--- config.mk ---
export PLATFORM = sky130hd
export DESIGN_NAME = mf3_median
export DESIGN_NICKNAME = d
export VERILOG_FILES = /design/src/rtl/mf3_pkg.sv /design/src/rtl/mf3_median.sv
export SDC_FILE = /design/constraint.sdc
export NUM_CORES = 1
export LEC_CHECK = 0
export BUFFER_PORTS_ARGS = -buffer_cell sky130_fd_sc_hd__buf_2
export CAP_MARGIN = 20
export CORE_UTILIZATION = 50
export DETAILED_ROUTE_END_ITERATION = 16
export PLACE_DENSITY = 0.75
export SYNTH_ARGS = -nofsm -noshare
export SYNTH_HDL_FRONTEND = slang
export SYNTH_SLANG_ARGS = --single-unit
--- constraint.sdc ---
create_clock -name vclk -period 35.5
set_clock_uncertainty 0.05 [all_clocks]
set_input_delay 3.55 -clock vclk [all_inputs]
set_output_delay 3.55 -clock vclk [all_outputs]
set_load 0.02 [all_outputs]
--- src/rtl/mf3_pkg.sv ---
// mf3_pkg: shared types, sizes and register indexes for the 3x3 median filter.
// Used by mf3_median and median_filter_3x3; depends on nothing.
`timescale 1ns / 1ps
`default_nettype none

package mf3_pkg;

  localparam int MaxWidth = 1024;              // longest supported row
  localparam int ColW     = $clog2(MaxWidth);  // line store address bits
  localparam int PixW     = 8;
  localparam int DimW     = 11;                // size register width

  localparam logic [DimW-1:0] WidthReset  = DimW'(256);
  localparam logic [DimW-1:0] HeightReset = DimW'(256);
  localparam logic [DimW-1:0] DimMin      = DimW'(2);
  localparam logic [DimW-1:0] WidthMax    = DimW'(MaxWidth);

  typedef logic [PixW-1:0] pix_t;
  // window entry k*3+j: row k (0 = oldest), column j (2 = newest)
  typedef pix_t [8:0] win_t;

  typedef enum logic {
    CfgImageWidth  = 1'b0,
    CfgImageHeight = 1'b1
  } cfg_idx_e;

endpackage

`default_nettype wire

--- src/rtl/mf3_median.sv ---
// mf3_median: combinational median of nine pixels (row sort, then cross medians).
// Depends on mf3_pkg.
`timescale 1ns / 1ps
`default_nettype none

module mf3_median (
  input  wire mf3_pkg::win_t win_i,
  output mf3_pkg::pix_t      median_o
);
  import mf3_pkg::*;

  function automatic pix_t min2(pix_t a, pix_t b);
    return (a < b) ? a : b;
  endfunction

  function automatic pix_t max2(pix_t a, pix_t b);
    return (a < b) ? b : a;
  endfunction

  function automatic pix_t med3(pix_t a, pix_t b, pix_t c);
    return max2(min2(a, b), min2(max2(a, b), c));
  endfunction

  pix_t lo  [3];
  pix_t mid [3];
  pix_t hi  [3];

  always_comb begin
    for (int k = 0; k < 3; k++) begin
      lo[k]  = min2(min2(win_i[k*3], win_i[k*3+1]), win_i[k*3+2]);
      mid[k] = med3(win_i[k*3], win_i[k*3+1], win_i[k*3+2]);
      hi[k]  = max2(max2(win_i[k*3], win_i[k*3+1]), win_i[k*3+2]);
    end
  end

  // largest of the row minima, median of row medians, smallest of row maxima
  assign median_o = med3(max2(max2(lo[0], lo[1]), lo[2]),
                         med3(mid[0], mid[1], mid[2]),
                         min2(min2(hi[0], hi[1]), hi[2]));

endmodule

`default_nettype wire

==> impl_metrics.env <==
export IMPL_mostFrequentLayoutCell="ha_1"
export IMPL_finalSetupViolations=0
export IMPL_synth_top_family_by_area="compound AO/OA/AOI/OAI gates"
export IMPL_crit_arrival_ns=22.45
export IMPL_ant_nets=0
export IMPL_dr_pass1_iters=7
export IMPL_seq_cells=0
export IMPL_worst_pin_slew_ns=0.914
export IMPL_hold_depth=8
export IMPL_outcome="complete, no violations"
export IMPL_avgSynthCellArea_um2=6.91
export IMPL_synth_cells=1039
export IMPL_period_share_pct=73.4
export IMPL_n_antenna_cell=0
export IMPL_ys_types=83
export IMPL_crit_top_cell="a21oi_1"
export IMPL_final_nets=1313
export IMPL_crit_slowest_cell="o311ai_4"
export IMPL_area_growth_pct=7.29
export IMPL_cts_resized=0
export IMPL_critPathMaxFanout=24
export IMPL_drc=0
export IMPL_clkbuf_count=0
export IMPL_final_cell_mix="ha_1, o21ai_0, nand2_1"
export IMPL_gr_total_overflow=0
export IMPL_synth_xor_area_share_pct=0.244
export IMPL_io_pins=80
export IMPL_synthMuxAreaShare_pct=15.2
export IMPL_synthSimpleGateAreaFrac_pct=18.9
export IMPL_dpl_hpwl_um=18000
export IMPL_rows=43
export IMPL_antenna_found_initial=0
export IMPL_totalNegativeSetupSlack_ns=0
export IMPL_preCtsSetupSlack_ns=9.93
export IMPL_yosys_warnings=0
export IMPL_min_to="median_o[2]"
export IMPL_rsz0062_at_grt="false"
export IMPL_coreArea_um2=13900
export IMPL_max_freq_mhz=38.4
export IMPL_slew_violations=0
export IMPL_post_cts_buffers=0
export IMPL_syn_cell_area_um2=7180
export IMPL_grt_usage_pct=27.7
export IMPL_postLayoutCellArea_um2=7700
export IMPL_wirelength_um=20600
export IMPL_die_area_um2=14800
export IMPL_drt_iter0_markers=631
export IMPL_grt_pass1_vias=7166
export IMPL_routedWlPerCell_um=16.2
export IMPL_endpoint_kind="primary output"
export IMPL_synth_compound_area_share_pct=32.0
export IMPL_yosysSeqAreaShare_pct=0
export IMPL_dieWidth_um=122
export IMPL_startpoint_type="input pin"
export IMPL_slowest_delay_ns=0.85
export IMPL_synth_fa_ha_area_share_pct=26.1
export IMPL_vias=7827
export IMPL_holdBufCountCts=0
export IMPL_grt_pass1_wl_um=33600
export IMPL_fillers=1352
export IMPL_final_layout_size_suffix_gt1_share_pct=12.2
export IMPL_gp_congestion=0.954
export IMPL_seq_area_um2=0
export IMPL_min_delay_path_class="input pin to primary output"
export IMPL_place_area_um2=7700
export IMPL_maxSlewHeadroom_pct=37.3
export IMPL_grt_max_degree=25
export IMPL_required_ns=31.90
export IMPL_period_minus_slack_ns=26.05
export IMPL_crit_type="input pin to primary output"
export IMPL_holdWs_ns=7.93
export IMPL_maxCapViolations=0
export IMPL_finalWorstSetupSlack_ns=9.45
export IMPL_initial_core_util_pct=51.5
export IMPL_die_h_um=122
export IMPL_hold_start="win_i[66]"
export IMPL_avgViaCountPerCell=6.15
export IMPL_place_port_buffers=80
export IMPL_syn_num_nets=1257
export IMPL_hold_viol=0
[Yosys cell counts, types with 4 or more instances]
cell type	instances	area, µm²
a211o_1	8	70.1
a211oi_1	9	67.6
a21boi_0	5	37.5
a21o_1	28	210
a21oi_1	87	435
a221oi_1	4	35.0
a31oi_1	6	37.5
and2_1	4	25.0
and3_1	7	43.8
clkbuf_1	21	78.8
ha_1	146	1830
inv_1	105	394
maj3_1	5	50.1
mux2_2	23	259
mux2i_1	80	801
nand2_1	124	465
nand2b_1	13	81.3
nand3_1	22	110
nand4_1	13	81.3
nor2_1	61	229
nor2b_1	9	56.3
nor3_1	7	35.0
nor4_1	4	25.0
o211a_1	4	40.0
o211ai_1	8	60.1
o21a_1	14	105
o21ai_0	127	636
o21ai_1	6	30.0
o31ai_1	4	30.0
[cell families after synthesis]
logic type,count (synthesis)
adder cells (fa/ha/maj),151
AND/OR/NAND/NOR,289
AO/OA/AOI/OAI,356
multiplexers,106
buffers and inverters,135
XOR/XNOR,2
[routing by layer]
metal | global-route usage (%) | routed length, µm
met4 | 5.17 | 330
met2 | 48.6 | 9470
met1 | 36.8 | 9530
met3 | 2.48 | 1310
met5 | 0 | 0
[area by class of cell]
class                      instances  area, µm²  area share, %
inverter                         105        394           5.12
multi-input combinational        904       6650           86.4
tap                              180        225           2.92
timing repair buffer              84        430           5.59
[stage by stage]
step                      utilization, %  std cells
after floorplan                        -       1039
after CTS                           55.3       1273
after global routing                55.3       1273
after global placement              55.3       1273
final                               55.3       1273
after detailed placement            55.3       1273
[how the worst max path moves through the flow]
stage | slack [ns] | end | from | cells past startpoint
after global routing | 7.80 | median_o[2] | win_i[34] | 80
after floorplan | 11.99 | median_o[0] | win_i[33] | 86
after global placement | 10.40 | median_o[0] | win_i[34] | 80
after CTS | 9.85 | median_o[0] | win_i[34] | 80
after detailed placement | 9.93 | median_o[0] | win_i[34] | 80
final | 9.45 | median_o[0] | win_i[34] | 80
[worst max-delay path: cells and delay by family]
family / cells / cell delay (ns)
simple gates: 22 / 4.64
fa+ha+maj: 9 / 2.58
compound gates: 40 / 10.01
buf+inv: 6 / 0.73
mux: 3 / 0.90
Power is left out: the tool's default activity adds up to more than one toggle a clock period on the data nets, which glitch-free logic cannot reach.
